<file path="src/hdl/bline_pkg.sv">
`default_nettype none

package bline_pkg;

    // Segment queue between front end and stepper
    localparam int QDEPTH    = 2;
    localparam int QPTR_BITS = 1;
    localparam int QCNT_BITS = 2;

    typedef enum logic
    {
        ST_IDLE,
        ST_RUN
    } step_state_t;

endpackage

`default_nettype wire

</file>
<file path="src/hdl/bline_queue.sv">
`default_nettype none

module bline_queue
#(
    parameter int WIDTH = 27
)
(
    input  wire logic             clk,
    input  wire logic             rst_n,
    input  wire logic             wr_en,
    input  wire logic [WIDTH-1:0] wr_data,
    output logic                  full,
    input  wire logic             rd_en,
    output logic [WIDTH-1:0]      rd_data,
    output logic                  not_empty
);
    import bline_pkg::*;

    logic [WIDTH-1:0]     mem_reg [QDEPTH];
    logic [QPTR_BITS-1:0] wr_ptr_reg;
    logic [QPTR_BITS-1:0] rd_ptr_reg;
    logic [QCNT_BITS-1:0] count_reg;
    logic [QCNT_BITS-1:0] count_next;

    assign full      = (count_reg == QCNT_BITS'(QDEPTH));
    assign not_empty = (count_reg != '0);
    assign rd_data   = mem_reg[rd_ptr_reg];

    always_comb
    begin
        count_next = count_reg;
        if (wr_en && !rd_en)
        begin
            count_next = count_reg + 1'b1;
        end
        else if (rd_en && !wr_en)
        begin
            count_next = count_reg - 1'b1;
        end
    end

    always_ff @(posedge clk or negedge rst_n)
    begin
        if (!rst_n)
        begin
            wr_ptr_reg <= '0;
            rd_ptr_reg <= '0;
            count_reg  <= '0;
        end
        else
        begin
            if (wr_en)
            begin
                wr_ptr_reg <= wr_ptr_reg + 1'b1;
            end
            if (rd_en)
            begin
                rd_ptr_reg <= rd_ptr_reg + 1'b1;
            end
            count_reg <= count_next;
        end
    end

    always_ff @(posedge clk)
    begin
        if (wr_en)
        begin
            mem_reg[wr_ptr_reg] <= wr_data;
        end
    end

endmodule

`default_nettype wire

</file>
<file path="src/hdl/bline_front.sv">
`default_nettype none

module bline_front
#(
    parameter int COORD_BITS = 6
)
(
    input  wire logic                    clk,
    input  wire logic                    rst_n,
    input  wire logic                    in_valid,
    output logic                         in_ready,
    input  wire logic [COORD_BITS-1:0]   start_x,
    input  wire logic [COORD_BITS-1:0]   start_y,
    input  wire logic [COORD_BITS-1:0]   end_x,
    input  wire logic [COORD_BITS-1:0]   end_y,
    output logic                         q_wr_en,
    output logic [4*COORD_BITS+2:0]      q_wr_data,
    input  wire logic                    q_full
);
    localparam int C = COORD_BITS;

    logic         hold_valid_reg;
    logic [C-1:0] ax_reg;
    logic [C-1:0] ay_reg;
    logic [C-1:0] bx_reg;
    logic [C-1:0] by_reg;

    logic         mirror_x;
    logic         mirror_y;
    logic         axes_swapped;
    logic [C-1:0] adx;
    logic [C-1:0] ady;
    logic [C-1:0] dmaj;
    logic [C-1:0] dmin;
    logic         zero_len;
    logic         done;

    // Fold into the first octant; ties go to the mirrored / swapped side
    always_comb
    begin
        mirror_x     = !(bx_reg > ax_reg);
        mirror_y     = !(by_reg > ay_reg);
        adx          = mirror_x ? (ax_reg - bx_reg) : (bx_reg - ax_reg);
        ady          = mirror_y ? (ay_reg - by_reg) : (by_reg - ay_reg);
        axes_swapped = !(adx > ady);
        dmaj         = axes_swapped ? ady : adx;
        dmin         = axes_swapped ? adx : ady;
        zero_len     = (dmaj == '0);
    end

    // Zero-length segments are dropped here and never reach the stepper
    assign done      = hold_valid_reg && (zero_len || !q_full);
    assign q_wr_en   = hold_valid_reg && !zero_len && !q_full;
    assign in_ready  = !hold_valid_reg || done;
    assign q_wr_data = {dmin, dmaj, axes_swapped, mirror_y, mirror_x, ay_reg, ax_reg};

    always_ff @(posedge clk or negedge rst_n)
    begin
        if (!rst_n)
        begin
            hold_valid_reg <= 1'b0;
        end
        else if (in_valid && in_ready)
        begin
            hold_valid_reg <= 1'b1;
        end
        else if (done)
        begin
            hold_valid_reg <= 1'b0;
        end
    end

    always_ff @(posedge clk)
    begin
        if (in_valid && in_ready)
        begin
            ax_reg <= start_x;
            ay_reg <= start_y;
            bx_reg <= end_x;
            by_reg <= end_y;
        end
    end

endmodule

`default_nettype wire

</file>
<file path="src/hdl/bline_stepper.sv">
`default_nettype none

module bline_stepper
#(
    parameter int COORD_BITS = 6
)
(
    input  wire logic                    clk,
    input  wire logic                    rst_n,
    input  wire logic                    q_not_empty,
    input  wire logic [4*COORD_BITS+2:0] q_rd_data,
    output logic                         q_rd_en,
    output logic                         busy,
    output logic                         out_valid,
    input  wire logic                    out_ready,
    output logic [COORD_BITS-1:0]        pixel_x,
    output logic [COORD_BITS-1:0]        pixel_y,
    output logic                         last_pixel
);
    import bline_pkg::*;

    localparam int C  = COORD_BITS;
    localparam int EW = C + 3;   // error term
    localparam int AW = C + 2;   // advance step

    step_state_t state_reg, state_next;

    logic [C-1:0]          px_reg, px_next;
    logic [C-1:0]          py_reg, py_next;
    logic [C-1:0]          remain_reg, remain_next;
    logic signed [EW-1:0]  err_reg, err_next;
    logic [C:0]            keep_reg, keep_next;
    logic signed [AW-1:0]  adv_reg, adv_next;
    logic                  swap_reg, swap_next;
    logic                  mx_reg, mx_next;
    logic                  my_reg, my_next;
    logic                  ov_reg, ov_next;
    logic [C-1:0]          ox_reg, ox_next;
    logic [C-1:0]          oy_reg, oy_next;
    logic                  ol_reg, ol_next;

    logic [C-1:0] q_ax, q_ay, q_dmaj, q_dmin;
    logic         q_mx, q_my, q_swap;
    logic         out_free;
    logic         step;
    logic         minor_step;
    logic [C-1:0] inc_x, inc_y;

    assign {q_dmin, q_dmaj, q_swap, q_my, q_mx, q_ay, q_ax} = q_rd_data;

    assign out_free   = !ov_reg || out_ready;
    assign step       = (state_reg == ST_RUN) && out_free;
    assign minor_step = !err_reg[EW-1];
    assign inc_x      = mx_reg ? '1 : C'(1);
    assign inc_y      = my_reg ? '1 : C'(1);

    assign busy       = (state_reg == ST_RUN);
    assign out_valid  = ov_reg;
    assign pixel_x    = ox_reg;
    assign pixel_y    = oy_reg;
    assign last_pixel = ol_reg;

    always_comb
    begin
        state_next  = state_reg;
        px_next     = px_reg;
        py_next     = py_reg;
        remain_next = remain_reg;
        err_next    = err_reg;
        keep_next   = keep_reg;
        adv_next    = adv_reg;
        swap_next   = swap_reg;
        mx_next     = mx_reg;
        my_next     = my_reg;
        ov_next     = ov_reg;
        ox_next     = ox_reg;
        oy_next     = oy_reg;
        ol_next     = ol_reg;
        q_rd_en     = 1'b0;

        if (out_ready)
        begin
            ov_next = 1'b0;
        end

        unique case (state_reg)
            ST_IDLE:
            begin
                if (q_not_empty)
                begin
                    q_rd_en     = 1'b1;
                    px_next     = q_ax;
                    py_next     = q_ay;
                    remain_next = q_dmaj;
                    keep_next   = {q_dmin, 1'b0};
                    adv_next    = $signed({1'b0, q_dmin, 1'b0}) - $signed({1'b0, q_dmaj, 1'b0});
                    err_next    = $signed({2'b00, q_dmin, 1'b0}) - $signed({3'b000, q_dmaj});
                    swap_next   = q_swap;
                    mx_next     = q_mx;
                    my_next     = q_my;
                    state_next  = ST_RUN;
                end
            end
            ST_RUN:
            begin
                if (step)
                begin
                    ov_next = 1'b1;
                    ox_next = px_reg;
                    oy_next = py_reg;
                    ol_next = (remain_reg == C'(1));

                    if (!swap_reg || minor_step)
                    begin
                        px_next = px_reg + inc_x;
                    end
                    if (swap_reg || minor_step)
                    begin
                        py_next = py_reg + inc_y;
                    end

                    if (minor_step)
                    begin
                        err_next = err_reg + $signed({adv_reg[AW-1], adv_reg});
                    end
                    else
                    begin
                        err_next = err_reg + $signed({2'b00, keep_reg});
                    end

                    remain_next = remain_reg - 1'b1;
                    if (remain_reg == C'(1))
                    begin
                        state_next = ST_IDLE;
                    end
                end
            end
            default:
            begin
                state_next = ST_IDLE;
            end
        endcase
    end

    always_ff @(posedge clk or negedge rst_n)
    begin
        if (!rst_n)
        begin
            state_reg <= ST_IDLE;
            ov_reg    <= 1'b0;
        end
        else
        begin
            state_reg <= state_next;
            ov_reg    <= ov_next;
        end
    end

    always_ff @(posedge clk)
    begin
        px_reg     <= px_next;
        py_reg     <= py_next;
        remain_reg <= remain_next;
        err_reg    <= err_next;
        keep_reg   <= keep_next;
        adv_reg    <= adv_next;
        swap_reg   <= swap_next;
        mx_reg     <= mx_next;
        my_reg     <= my_next;
        ox_reg     <= ox_next;
        oy_reg     <= oy_next;
        ol_reg     <= ol_next;
    end

endmodule

`default_nettype wire

</file>
<file path="src/hdl/bresenham_line_generator.sv">
// Throughput: one pixel per cycle while m_axis_tready lets the output drain; a segment holds
// the stepper for a load step and then one step per pixel, and yields max(|dx|,|dy|) pixels.
// Zero-length segments are dropped in the front end.
// Reset: rst_n asynchronous, active low; clears the queue, stepper and output valid.
`default_nettype none

module bresenham_line_generator
#(
    parameter int COORD_BITS = 6
)
(
    input  wire logic clk,
    input  wire logic rst_n,

    // start_x, start_y, end_x, end_y (lowest bits first), zero padded to bytes
    input  wire logic [((4*COORD_BITS+7)/8)*8-1:0] s_axis_tdata,
    input  wire logic                              s_axis_tvalid,
    output logic                                   s_axis_tready,

    // pixel_x, pixel_y (lowest bits first), zero padded to bytes
    output logic [((2*COORD_BITS+7)/8)*8-1:0]      m_axis_tdata,
    output logic                                   m_axis_tlast,   // last_pixel
    output logic                                   m_axis_tvalid,
    input  wire logic                              m_axis_tready
);
    localparam int C      = COORD_BITS;
    localparam int QW     = 4*C + 3;
    localparam int OUT_DW = ((2*C+7)/8)*8;

    // Front end -> queue
    logic          q_wr_en;
    logic [QW-1:0] q_wr_data;
    logic          q_full;

    // Queue -> stepper
    logic          q_rd_en;
    logic [QW-1:0] q_rd_data;
    logic          q_not_empty;

    logic          step_busy;
    logic [C-1:0]  pixel_x;
    logic [C-1:0]  pixel_y;

    // Front end: holds one request, folds it into the first octant and
    // queues the folded segment (start point, mirrors, swap, extents).
    bline_front
    #(
        .COORD_BITS (C)
    )
    u_front
    (
        .clk       (clk),
        .rst_n     (rst_n),
        .in_valid  (s_axis_tvalid),
        .in_ready  (s_axis_tready),
        .start_x   (s_axis_tdata[C-1:0]),
        .start_y   (s_axis_tdata[2*C-1:C]),
        .end_x     (s_axis_tdata[3*C-1:2*C]),
        .end_y     (s_axis_tdata[4*C-1:3*C]),
        .q_wr_en   (q_wr_en),
        .q_wr_data (q_wr_data),
        .q_full    (q_full)
    );

    // Two-entry queue so the front end takes the next segment while
    // the stepper is still drawing.
    bline_queue
    #(
        .WIDTH (QW)
    )
    u_queue
    (
        .clk       (clk),
        .rst_n     (rst_n),
        .wr_en     (q_wr_en),
        .wr_data   (q_wr_data),
        .full      (q_full),
        .rd_en     (q_rd_en),
        .rd_data   (q_rd_data),
        .not_empty (q_not_empty)
    );

    // Stepper: Bresenham error recurrence along the major axis, one
    // pixel per cycle while the output is free, into a registered output stage.
    bline_stepper
    #(
        .COORD_BITS (C)
    )
    u_stepper
    (
        .clk         (clk),
        .rst_n       (rst_n),
        .q_not_empty (q_not_empty),
        .q_rd_data   (q_rd_data),
        .q_rd_en     (q_rd_en),
        .busy        (step_busy),
        .out_valid   (m_axis_tvalid),
        .out_ready   (m_axis_tready),
        .pixel_x     (pixel_x),
        .pixel_y     (pixel_y),
        .last_pixel  (m_axis_tlast)
    );

    assign m_axis_tdata = OUT_DW'({pixel_y, pixel_x});

    // Queue never written while full
    a_no_overflow: assert property (@(posedge clk) disable iff (!rst_n)
        q_wr_en |-> !q_full)
        else $error("segment queue written while full");

    // Queue never read while empty
    a_no_underflow: assert property (@(posedge clk) disable iff (!rst_n)
        q_rd_en |-> q_not_empty)
        else $error("segment queue read while empty");

    // A new segment is only taken once the stepper has finished the last one
    a_pop_when_idle: assert property (@(posedge clk) disable iff (!rst_n)
        q_rd_en |-> !step_busy)
        else $error("segment taken while stepper busy");

    // Stepper becomes busy straight after taking a segment
    a_busy_after_pop: assert property (@(posedge clk) disable iff (!rst_n)
        q_rd_en |=> step_busy)
        else $error("stepper did not start after taking a segment");

endmodule

`default_nettype wire
</file>
<file path="config.mk">
export PLATFORM = sky130hd
export DESIGN_NAME = bresenham_line_generator
export DESIGN_NICKNAME = d
export VERILOG_FILES = /design/src/hdl/bline_pkg.sv /design/src/hdl/bline_queue.sv /design/src/hdl/bline_front.sv /design/src/hdl/bline_stepper.sv /design/src/hdl/bresenham_line_generator.sv
export SDC_FILE = /design/constraint.sdc
export NUM_CORES = 1
export LEC_CHECK = 0
export BUFFER_PORTS_ARGS = -buffer_cell sky130_fd_sc_hd__buf_2
export CORE_MARGIN = 2
export CORE_UTILIZATION = 50
export CTS_CLUSTER_DIAMETER = 60
export CTS_CLUSTER_SIZE = 20
export DETAILED_ROUTE_END_ITERATION = 7
export GPL_TIMING_DRIVEN = 0
export PLACE_DENSITY = 0.74
export SKIP_CTS_REPAIR_TIMING = 1
export SLEW_MARGIN = 0
export SYNTH_ARGS = -nofsm -noshare
export SYNTH_HDL_FRONTEND = slang
export SYNTH_HIERARCHICAL = 1
export SYNTH_SLANG_ARGS = --single-unit
</file>
<file path="constraint.sdc">
create_clock -name clk -period 15.3 [get_ports clk]
set_input_delay 1.53 -clock clk [delete_from_list [all_inputs] [get_ports clk]]
set_output_delay 1.53 -clock clk [all_outputs]
set_load 0.02 [all_outputs]
</file>
# After elaboration in Yosys (flattened, before gate mapping)
# Memory sizes are Yosys's and may differ from the RTL's.
# Cells that the tools add are included.
[classes] add_sub_neg=15 multipliers=0 n_div=0 order_cmp=3 eq_ne=6 n_shift=0 muxes=35 bitwise=1 n_reduce_logical=32
[op_table] operator="two-way mux 6 bit" count=14
[op_table] operator="one-hot mux 6 bit (2 select lines)" count=3
[op_table] operator="two-way mux 9 bit" count=3
[op_table] operator="subtractor 6 bit" count=4
[op_table] operator="adder 9 x 8 -> 9 bit" count=2
[op_table] operator="> comparator 6 bit" count=3
[op_table] operator="one-hot mux 9 bit (2 select lines)" count=1
[op_table] operator="adder 6 bit" count=2
[op_table] operator="zero test 1 bit" count=11
[op_table] operator="two-way mux 1 bit" count=11
[op_table] operator="inequality test 2 bit (second input constant)" count=4
[op_table] operator="subtractor 7 x 6 -> 8 bit" count=1
[op_table] operator="subtractor 7 x 7 -> 8 bit" count=1
[op_table] operator="logical AND 1 bit" count=7
[op_table] operator="== test 6 x 1 -> 1 bit (second input constant)" count=1
[op_table] operator="zero test 6 bit" count=1
[op_table] operator="AND reduction 2 bit" count=3
[op_table] operator="AND reduction 3 bit" count=2
[op_table] operator="nonzero test 2 bit" count=3
[op_table] operator="subtractor 6 x 1 -> 6 bit (second input constant)" count=1
[op_table] operator="logical OR 1 bit" count=5
[op_table] operator="two-way mux 2 bit" count=2
[op_table] operator="adder 1 bit (second input constant)" count=2
[op_table] operator="adder 2 x 1 -> 2 bit (second input constant)" count=1
[op_table] operator="other kinds (4)" count=4
[word_totals] ff_bits=88 latch_bits=0 mem_bits_rw=54 romBits=0 in_bits=28 output_inout_bits=19 word_cells=115 mem_count=1
[mem_list] memory="u_queue.mem_reg" words=2 width=27 rd=1 rd_clocked_by_memory_dff=0 wr=1 line="bline_queue.sv:19" source="logic [WIDTH-1:0] mem_reg [QDEPTH];"

# Depth between registers and ports, before layout
[logic_depth] word_depth=12 mapped_depth=23 mapped_depth_nobuf=22

# Cells and area by module
# Netlist, hierarchy kept.
[modules_own_cells] mod="bline_stepper" n_inst=1 cells_each=290 area_each_um2=3377.0 seq_area_each_um2=1701.6
[modules_own_cells] mod="bline_front" n_inst=1 cells_each=252 area_each_um2=2404.8 seq_area_each_um2=745.7
[modules_own_cells] mod="bline_queue" n_inst=1 cells_each=100 area_each_um2=2237.1 seq_area_each_um2=1721.7
[modules_own_cells] mod="bresenham_line_generator" n_inst=1 cells_each=5 area_each_um2=33.8 seq_area_each_um2=0.0

# Worst setup path before layout
# No wires, ideal clock.
[synth_path] path_kind="register to register" start="register u_front.bx_reg[0]" end="memory u_queue.mem_reg[0][0], enable pin" setup_time_ps=414 t_arrival_ps=4990 t_required_ps=14886 path_slack_ps=9895 path_stages_with_launch=18 path_buffers=0 period_less_slack_ps=5405 cell_sequence="edfxtp_1 inv_1 ha_1 inv_1 fa_1 a211oi_4 nor2_2 a2111oi_0 o2bb2ai_1 o311ai_1 ha_1 a21boi_0 o32a_1 clkinv_1 mux2_1 o2111ai_2 and3b_1 nor2b_1"
[synth_via] elab_chain_len=10 word_cells_on_any_way=12 classes_between="add/sub: 2; order compare: 2; mux: 4; reduce/logical: 4"
[synth_lines] item="start, declared" line="bline_front.sv:25" source="logic [C-1:0] bx_reg;"
[synth_lines] item="start signal, assigned" line="bline_front.sv:79" source="bx_reg <= end_x;"
[synth_lines] item="subtractor 6 bit / > comparator 6 bit (equally long branches)" line="bline_front.sv:43, bline_front.sv:41"
[synth_lines] item="two-way mux 6 bit (*)" line="bline_front.sv:43" source="adx = mirror_x ? (ax_reg - bx_reg) : (bx_reg - ax_reg);"
[synth_lines] item="> comparator 6 bit" line="bline_front.sv:45" source="axes_swapped = !(adx > ady);"
[synth_lines] item="two-way mux 6 bit (*)" line="bline_front.sv:46" source="dmaj = axes_swapped ? ady : adx;"
[synth_lines] item="zero test 6 bit (*)" line="bline_front.sv:48" source="zero_len = (dmaj == '0);"
[synth_lines] item="zero test 1 bit (*)" line="bline_front.sv:53" source="assign q_wr_en = hold_valid_reg && !zero_len && !q_full;"
[synth_lines] item="logical AND 1 bit (*) (2 in series)" line="bline_front.sv:53"
[synth_lines] item="named net q_wr_en" line="bresenham_line_generator.sv:31" source="logic q_wr_en;"
[synth_lines] item="two-way mux 1 bit (*)" line="bline_queue.sv:66" source="if (wr_en)"
[synth_lines] item="two-way mux 1 bit (not written as such) (*)" line="bline_queue.sv:68" source="mem_reg[wr_ptr_reg] <= wr_data;"
[synth_lines] item="end, declared" line="bline_queue.sv:19"
# The timed path passes the listed nets; every way through them passes the cells marked *.

# Final worst setup path
[layout_path] start="register u_front.ax_reg[1]" end="output s_axis_tready"
[layout_via] elab_chain_len=8 word_cells_on_any_way=10 classes_between="add/sub: 2; order compare: 2; mux: 2; reduce/logical: 4"
[layout_lines] item="start, declared" line="bline_front.sv:23" source="logic [C-1:0] ax_reg;"
[layout_lines] item="start signal, assigned" line="bline_front.sv:77" source="ax_reg <= start_x;"
[layout_lines] item="subtractor 6 bit / > comparator 6 bit (equally long branches)" line="bline_front.sv:43, bline_front.sv:41"
[layout_lines] item="two-way mux 6 bit (*)" line="bline_front.sv:43"
[layout_lines] item="> comparator 6 bit" line="bline_front.sv:45"
[layout_lines] item="two-way mux 6 bit (*)" line="bline_front.sv:46"
[layout_lines] item="zero test 6 bit (*)" line="bline_front.sv:48"
[layout_lines] item="logical OR 1 bit (*)" line="bline_front.sv:52" source="assign done = hold_valid_reg && (zero_len || !q_full);"
[layout_lines] item="logical AND 1 bit (*)" line="bline_front.sv:52"
[layout_lines] item="logical OR 1 bit (*)" line="bline_front.sv:54" source="assign in_ready = !hold_valid_reg || done;"
[layout_lines] item="end, declared" line="bresenham_line_generator.sv:18" source="output logic s_axis_tready,"
# Mark *: on every way between the ends. The rest lies on a longest branch, timed or not.

==> results.sh <==
export IMPL_drive_gt1_share_pct=21.3
export IMPL_initial_core_util_pct=50.9
export IMPL_synthesis_area_mm2=0.00805
export IMPL_synth_compound_area_share_pct=12.0
export IMPL_clockPowerShare_pct=19.4
export IMPL_yosys_area_share_simple_pct=8.65
export IMPL_drc=0
export IMPL_grt_pass1_vias=5193
export IMPL_yosysUniqueCellTypes=78
export IMPL_multi_input_area_mm2=0.00344
export IMPL_synth_top_area_cell="edfxtp_1"
export IMPL_slew_violations=0
export IMPL_synth_most_common_cell="edfxtp_1"
export IMPL_synthFlopType="edfxtp_1"
export IMPL_vias=5122
export IMPL_max_slew_worst_pin_slew_ns=1.24
export IMPL_switchingPower_mw=0.763
export IMPL_ff2ff_path_depth=17
export IMPL_p_per_area_mw_per_mm2=224
export IMPL_synth_mux_area_share_pct=8.03
export IMPL_p_seq_share_pct=32.6
export IMPL_area_delta_synth_final_pct=13.7
export IMPL_vdd_drop_max_mv=0.117
export IMPL_slew_headroom_pct=17.4
export IMPL_ant_nets=0
export IMPL_dieHeight_um=131
export IMPL_final_net_count=807
export IMPL_gr_total_overflow=0
export IMPL_placed_area_mm2=0.00858
export IMPL_finalCriticalPeriod_ns=6.43
export IMPL_ys_seq_elements=140
export IMPL_cts_tree="yes"
export IMPL_gp_congestion=0.924
export IMPL_synth_top_family_by_area="compound AO/OA/AOI/OAI gates"
export IMPL_synth_area_leaders="edfxtp_1 50%, ha_1 8.9%, mux2_4 3.5%"
export IMPL_combPwrFrac_pct=48.0
export IMPL_hp_class="reg -> reg"
export IMPL_critPathRequiredTime_ns=13.77
export IMPL_fillers=1230
export IMPL_clock_path_buffers=2
export IMPL_synth_xor_area_share_pct=2.72
export IMPL_p_leak_nw=3.77
export IMPL_crit_slowest_cell="edfxtp_1"
export IMPL_min_delay_start="u_stepper/py_reg[3]"
export IMPL_io_pins=47
export IMPL_p_int_mw=1.29
export IMPL_grt_pass1_wl_um=25400
export IMPL_slowest_delay_ns=0.50
export IMPL_worstPathCellList="inv_1 > fa_1 > a211oi_4 > nor2_2 > a2111oi_0 > o2bb2ai_1 > o311ai_1 > ha_1 > a21boi_0 > o32a_1 > buf_1 > nand2_1 > o221a_2 > o2111ai_2 > nand3_1 > buf_2"
export IMPL_startpoint="u_front/ax_reg[1]"
export IMPL_drt_total_wl_um=15200
export IMPL_fmax_ghz=0.156
export IMPL_postSynth_asyncResetShare_pct=5.00
export IMPL_clk_latency_ns=0.43
export IMPL_timing_rr_start="u_front/ax_reg[1]"
export IMPL_swShare_pct=37.2
export IMPL_dp_hpwl_um=11200
export IMPL_die_x_um=131
export IMPL_grt_max_degree=28
export IMPL_dieArea_mm2=0.0171
export IMPL_skew_ns=0.00620
export IMPL_whs_path_depth=0
export IMPL_syn_inst=647
export IMPL_final_setup_tns_ns=0
export IMPL_status="completed"
export IMPL_fp_row_count=46
export IMPL_ys_seq_area_share_pct=51.8
export IMPL_worst_setup_path_end_kind="output port"
export IMPL_arrival_ns=4.90
export IMPL_wl_per_cell_um=16.1
export IMPL_port_buffers=42
export IMPL_synth_top_area_share_pct=49.6
export IMPL_numCtsBuffers=17
export IMPL_initialDrtViolationCount=402
export IMPL_grt_antenna_before_repair=0
export IMPL_setup_viol_count_final=0
export IMPL_grt_util_all_layers_pct=19.3
export IMPL_fin_area_mm2=0.00916
export IMPL_drt_pass1_iterations=5
export IMPL_clock_sinks=140
export IMPL_hold_viol_final=0
export IMPL_via_per_inst=5.44
export IMPL_core_mm2=0.0158
export IMPL_avgSynthCellArea_um2=12.4
export IMPL_clk_pin_slew_ns=0.06
export IMPL_synthAdderAreaFrac_pct=11.1
export IMPL_synthTopCellsByCount="133 x edfxtp_1, 70 x inv_1, 57 x ha_1, 36 x nor2_1, 32 x a21oi_1"
export IMPL_critPathMaxFanout=10
export IMPL_largest_reg_flops=54
export IMPL_crit_type="reg -> out"
export IMPL_rsz0062_at_grt="false"
export IMPL_root_buffer="clkbuf_16"
export IMPL_cts_max_level=4
export IMPL_period_share_pct=42.0
export IMPL_seq_area_mm2=0.00417
export IMPL_cp_start_kind="flop"
export IMPL_antenna_cells=0
export IMPL_maxCapViolations=0
export IMPL_yosysWarnings=6
export IMPL_synth_edf_count=133
[path summary, 6_finish.rpt]
| check | end | slack [ns] |
|---|---|---|
| worst max-delay path | s_axis_tready | 8.87 |
| worst min-delay path | u_stepper/pixel_y[3] | 0.47 |
| worst max register to register | u_queue/mem_reg[1][17] | 9.59 |
| worst min register to register | u_stepper/pixel_y[3] | 0.47 |
| max in group asynchronous | u_front/hold_valid_reg | 14.21 |
| min in group asynchronous | u_stepper/out_valid | 0.93 |
[per-layer routing]
| layer | GRT usage [%] | wire length [µm] |
|---|---|---|
| met3 | 4.03 | 586 |
| met1 | 24.2 | 6770 |
| met5 | 0 | 0 |
| met2 | 32.7 | 7440 |
| met4 | 8.26 | 374 |
[worst max-delay path, delay by kind of cell, from the launching register on]
kind / cells / cell delay (ns)
flip-flops: 1 / 0.50
adder cells (fa/ha/maj): 2 / 0.86
AND/OR/NAND/NOR: 3 / 0.48
buffers and inverters: 3 / 0.60
AO/OA/AOI/OAI: 8 / 2.01
[power groups by stage]
stage | sequential (mW) | combinational (mW) | clock, mW
2_1_floorplan | 0.667 | 0.757 | 0
3_3_place_gp | 0.669 | 0.918 | 0
3_5_place_dp | 0.675 | 0.966 | 0
4_1_cts | 0.668 | 0.977 | 0.405
5_1_grt | 0.680 | 1.09 | 0.420
6_report | 0.667 | 0.984 | 0.398
[cells in the final DEF (no fill, tap or decap), types with 10 or more instances in the layout]
cell type and n:
edfxtp_1 133, inv_1 70, ha_1 57, buf_2 45, nor2_1 36, a21oi_1 32
nand2_1 26, mux2_2 21, o21ai_0 20, mux2_4 19, clkbuf_16 17, a21o_1 14
xnor2_1 14, nand3_1 11, xor2_1 11, mux2i_1 10
[final cells by class]
| type | instances | area share (%) |
|---|---|---|
| sequential | 140 | 45.5 |
| multi-input combinational | 415 | 37.6 |
| clock buffer | 17 | 4.64 |
| tap | 216 | 2.95 |
| inverter | 71 | 2.91 |
| timing repair buffer | 44 | 2.62 |
| buffer | 24 | 2.12 |
| clock inverter | 15 | 1.64 |
[cell families (layout without fill, tap and decap cells)]
family,after synthesis,in the layout
muxes,52,52
buffers and inverters,95,171
xor gates and xnor gates,25,25
adders and majority gates,66,66
AOI/OAI and AO/OA,133,133
other,1,4
and+or+nand+nor,135,135
DFF,140,140
[per-stage QoR]
| stage | hold slack, ns | setup WS (ns) | cells | power, mW | utilization (%) |
|---|---|---|---|---|---|
| floorplan | 0.433 | 9.90 | 650 | 1.42 | - |
| global placement | 0.442 | 8.95 | 908 | 1.59 | 54.0 |
| detailed placement | 0.455 | 9.37 | 910 | 1.64 | 54.2 |
| CTS | 0.470 | 8.92 | 942 | 2.05 | 57.9 |
| global route | 0.486 | 8.61 | 942 | 2.19 | 57.9 |
| finish | 0.467 | 8.87 | 942 | 2.05 | 57.9 |
Note: power is estimated with default switching activity, not from simulation.
